`src/ths_pkg.sv`:
```
// shared types and constants for the timeout heap scheduler
// depends on nothing
`timescale 1ns / 1ps
package ths_pkg;
   localparam int NUM_TIMERS_DEF = 32;
   localparam int ID_W = 5;
   localparam int ID_COUNT = 32;

   typedef enum logic [1:0] {
      REQ_ADD = 2'd0,
      REQ_CANCEL = 2'd1,
      REQ_TICK = 2'd2,
      REQ_NONE = 2'd3
   } req_type_type;

   typedef enum logic [2:0] {
      KIND_DONE = 3'd0,
      KIND_EXPIRED = 3'd1,
      KIND_FULL = 3'd2,
      KIND_QUEUED = 3'd3,
      KIND_NOT_QUEUED = 3'd4
   } kind_type;

   typedef struct packed {
      logic [1:0] req;
      logic [ID_W-1:0] id;
      logic [31:0] timeout;
      logic [63:0] now;
   } item_type;

   typedef enum logic [3:0] {
      ST_IDLE,
      ST_DECODE,
      ST_INS_RD,
      ST_INS_CMP,
      ST_INS_PUT,
      ST_DEL_RD,
      ST_DOWN_RD,
      ST_DOWN_CMP,
      ST_TICK_RD,
      ST_TICK_CMP
   } state_type;
endpackage

```
`src/ths_front.sv`:
```
// front part: takes command items into a small queue
// depends on ths_pkg
`timescale 1ns / 1ps
module ths_front (
   input logic clock,
   input logic reset,
   input logic push,
   input ths_pkg::item_type push_item,
   input logic pop,
   output logic full,
   output logic not_empty,
   output ths_pkg::item_type head
);
   ths_pkg::item_type q_ff [2];
   logic [1:0] cnt_ff, cnt_in;
   logic rd_ff, rd_in, wr_ff, wr_in;

   assign full = cnt_ff == 2'd2;
   assign not_empty = cnt_ff != 2'd0;
   assign head = q_ff[rd_ff];

   always_comb begin
      cnt_in = cnt_ff + {1'b0, push} - {1'b0, pop};
      rd_in = rd_ff ^ pop;
      wr_in = wr_ff ^ push;
   end

   always_ff @(posedge clock) begin
      if (reset) begin
         cnt_ff <= '0;
         rd_ff <= 1'b0;
         wr_ff <= 1'b0;
      end else begin
         cnt_ff <= cnt_in;
         rd_ff <= rd_in;
         wr_ff <= wr_in;
      end
      if (push) q_ff[wr_ff] <= push_item;
   end
endmodule

```
`config.mk`:
```
export PLATFORM = sky130hd
export DESIGN_NAME = ths_front
export DESIGN_NICKNAME = d
export VERILOG_FILES = /design/src/ths_pkg.sv /design/src/ths_front.sv
export SDC_FILE = /design/constraint.sdc
export NUM_CORES = 1
export LEC_CHECK = 0
export ABC_AREA = 1
export BUFFER_PORTS_ARGS = -buffer_cell sky130_fd_sc_hd__buf_2
export CORE_ASPECT_RATIO = 2
export CORE_MARGIN = 8
export CORE_UTILIZATION = 27
export CTS_CLUSTER_DIAMETER = 40
export CTS_CLUSTER_SIZE = 25
export DETAILED_ROUTE_END_ITERATION = 10
export PLACE_DENSITY_LB_ADDON = 0.2
export REMOVE_ABC_BUFFERS = 1
export SLEW_MARGIN = 20
export SYNTH_ARGS = -nofsm -noshare
export SYNTH_HDL_FRONTEND = slang
export SYNTH_SLANG_ARGS = --single-unit
```
`constraint.sdc`:
```
create_clock -name clock -period 8.7 [get_ports clock]
set_clock_uncertainty 0.2 [all_clocks]
set_input_delay 0.435 -clock clock [delete_from_list [all_inputs] [get_ports clock]]
set_output_delay 0.435 -clock clock [all_outputs]
set_load 0.02 [all_outputs]
```
==> impl_metrics.toml <==
[floorplan]
chipWidth_um = 137
die_h_um = 258
row_count = 88
io_pins = 212
start_util = 0.274
coreArea_mm2 = 0.0288
fp.dieArea_mm2 = 0.0353

[clocking]
clock-root-buffer = "clkbuf_16"
cts_resized = 0
ctsHtreeMaxLevel = 1
cts.sinks = 210
path_clk_slew_ns = 0.06
cts_buffers = 23
cts_tree = "built"
cts_buffer_depth = 3
clkLatencyLatePin_ns = 0.50

[pwr]
swShare = 0.251
cellLeakagePower_nw = 4.35
share_comb_of_total_power = 0.137
p_per_area_mw_per_mm2 = 228
power.internal_w = 0.00191
sequentialPowerShare = 0.470
p_switching_w = 0.000643
power.share.clock = 0.393
peakVddDrop_mv = 0.174

[worst_hold_path]
hold_start = "push"
hold_class = "input pin to flip-flop"

[sta]
fmax_mhz = 332
setup_viol = 0
worst_pin_slew_ns = 0.892
slew_headroom = 0.406
rsz0062_at_grt = "false"
period_needed_ns = 3.01
min_period_over_period = 0.346
hold_viol = 0
fin_tns_setup_ns = 0
slew_viol_final = 0

[critical_path]
critPathMaxStageDelay_ns = 0.66
cp_max_fo = 40
r2r-start = "wr_ff$_SDFF_PP0_"
r2r_slack_ns = 6.30
worstSetupStartpoint = "rd_ff$_SDFF_PP0_"
worst_path_dominant_cell_family = "buffers and inverters"
cp_cell_sequence = "buf_4 -> mux2_2 -> buf_2"
crit_path_end_kind = "output port"
worstSetupPathType = "flip-flop to output port"
worstSetupStartpointType = "flip-flop"
cp_num_buf_inv = 2
required_ns = 8.07
cp.arrival_ns = 2.37
slowest_stage = "dfxtp_4"

[route]
dr.pass1.iters = 4
drt_wl_total_um = 18800
drt-initial-drc-count = 176
vias = 4343
viasPerCell = 4.10
ant_nets = 0
remaining_drc_errors = 0
post_drt_wl_per_cell_um = 17.8

[yosys]
ys_seq_area_frac = 0.794
yosysTopAreaCell = "edfxtp_1"
ys_warn_count = 0
synthTopCellsByArea = "edfxtp_1 (78%), mux2_4 (11%), mux2_2 (6.1%)"
synth_common_cells = "edfxtp_1 (206), mux2_4 (60), mux2_2 (43)"
async_flop_share = 0
netlist_area_mm2 = 0.00789
yosys.area.top_type_share = 0.784
ys_ff_latch = 210
synth_cell_types = 14
postSynthAreaPerCell_um2 = 22.7
yosysMostFrequentCell = "edfxtp_1"
synth_edf_count = 206
syn-instance-count = 348
synthFlopType = "edfxtp_1"

[global_routing]
grt-ovfl-total = 0
grt_max_degree = 61
gr-usage-all-layers = 0.106
antenna_found_initial = 1
grt_pass1_wl_um = 28400
grt_pass1_vias = 5191

[placement]
io_buffers = 211
hpwl_um = 12600
globalplace.congestion = 0.725

[outcome]
outcome = "completed"

[final_layout]
nets = 792
fin_util = 0.389
drive_gt1_frac = 0.518
syn2layout_area_growth_pct = 42.1

[job]
cap_violations = 0
==> stage by stage <==
step	hold slack [ns]	setup WS, ns	instances	total power [W]	cell area [um2]
2_1_floorplan	0.302	4.06	336	0.00143	7780
3_3_place_gp	0.334	5.60	910	0.00154	9340
3_5_place_dp	0.371	5.95	911	0.00155	9370
4_1_cts	0.0832	5.59	1057	0.00261	11200
5_1_grt	0.108	5.53	1058	0.00266	11200
6_report	0.110	5.69	1058	0.00256	11200
==> tightest hold or removal path, cell delays in order <==
cell    delay, ns
buf_2        0.16
ha_4         0.14
nor2_1       0.03
==> final timing paths <==
check                               end  cells past startpoint
setup / recovery               head[27]                      3
hold reg to reg    cnt_ff[1]$_SDFF_PP0_                      3
hold / removal         wr_ff$_SDFF_PP0_                      3
setup reg to reg  q_ff[0][45]$_DFFE_PP_                      3
==> cell type report <==
cell class | instances | area (um2)
multi-input combinational | 119 | 1510
tap | 360 | 450
sequential | 210 | 6270
antenna | 1 | 2.50
clock inverter | 18 | 226
inverter | 7 | 26.3
timing repair buffer | 320 | 2160
clock buffer | 23 | 576
fill | 2716 | 17600
==> registers in the layout, summed over array words and instances, names as in the netlist <==
register	flops
q_ff	206
rd_ff	1
cnt_ff	2
wr_ff	1
==> kinds of logic after synthesis <==
kind of cell,count (synthesis),synth area share
flops,210,0.794
buf+inv,19,0.0178
mux,103,0.175
xor+xnor,1,0.00111
fa+ha+maj,4,0.00634
simple gates,10,0.00491
compound gates,1,0.000633
==> metal layers <==
layer	routed length [um]	vias up	global-route usage
met1	5930	2139	0.0930
li1	-	2042	-
met5	0	-	0
met4	662	0	0.0513
met2	11100	130	0.216
met3	1100	32	0.0208
==> repair_timing <==
item | CTS | global route
hold endpoints to repair | 209 | 0
setup endpoints to repair | 0 | 0
hold buffers | 105 | 0
setup buffers | 0 | 0
==> power groups by stage <==
stage | registers, W | logic (W) | clock network (W)
after global placement | 0.00123 | 0.000308 | 0
after floorplan | 0.00123 | 0.000198 | 0
after CTS | 0.00120 | 0.000363 | 0.00105
final | 0.00120 | 0.000352 | 0.00100
after global routing | 0.00121 | 0.000379 | 0.00107
after detailed placement | 0.00122 | 0.000323 | 0
==> placed cells by master, fill, tap and decap left out <==
cell type | synthesis | routed
a21oi_1 | 1 | 1
buf_16 | 0 | 1
buf_2 | 4 | 211
buf_4 | 0 | 3
bufinv_16 | 0 | 2
clkbuf_16 | 0 | 23
clkinv_1 | 0 | 1
clkinv_2 | 0 | 2
clkinv_8 | 0 | 4
clkinvlp_4 | 0 | 1
dfxtp_1 | 4 | 3
dfxtp_4 | 0 | 1
diode_2 | 0 | 1
dlygate4sd3_1 | 0 | 105
edfxtp_1 | 206 | 206
ha_1 | 4 | 2
ha_4 | 0 | 2
inv_1 | 7 | 7
inv_12 | 0 | 1
inv_6 | 0 | 6
inv_8 | 0 | 1
mux2_2 | 43 | 43
mux2_4 | 60 | 60
nand2_1 | 4 | 4
nand3_1 | 1 | 1
nor2_1 | 5 | 5
xnor2_1 | 1 | 1
(Power assumes the default switching activity.)
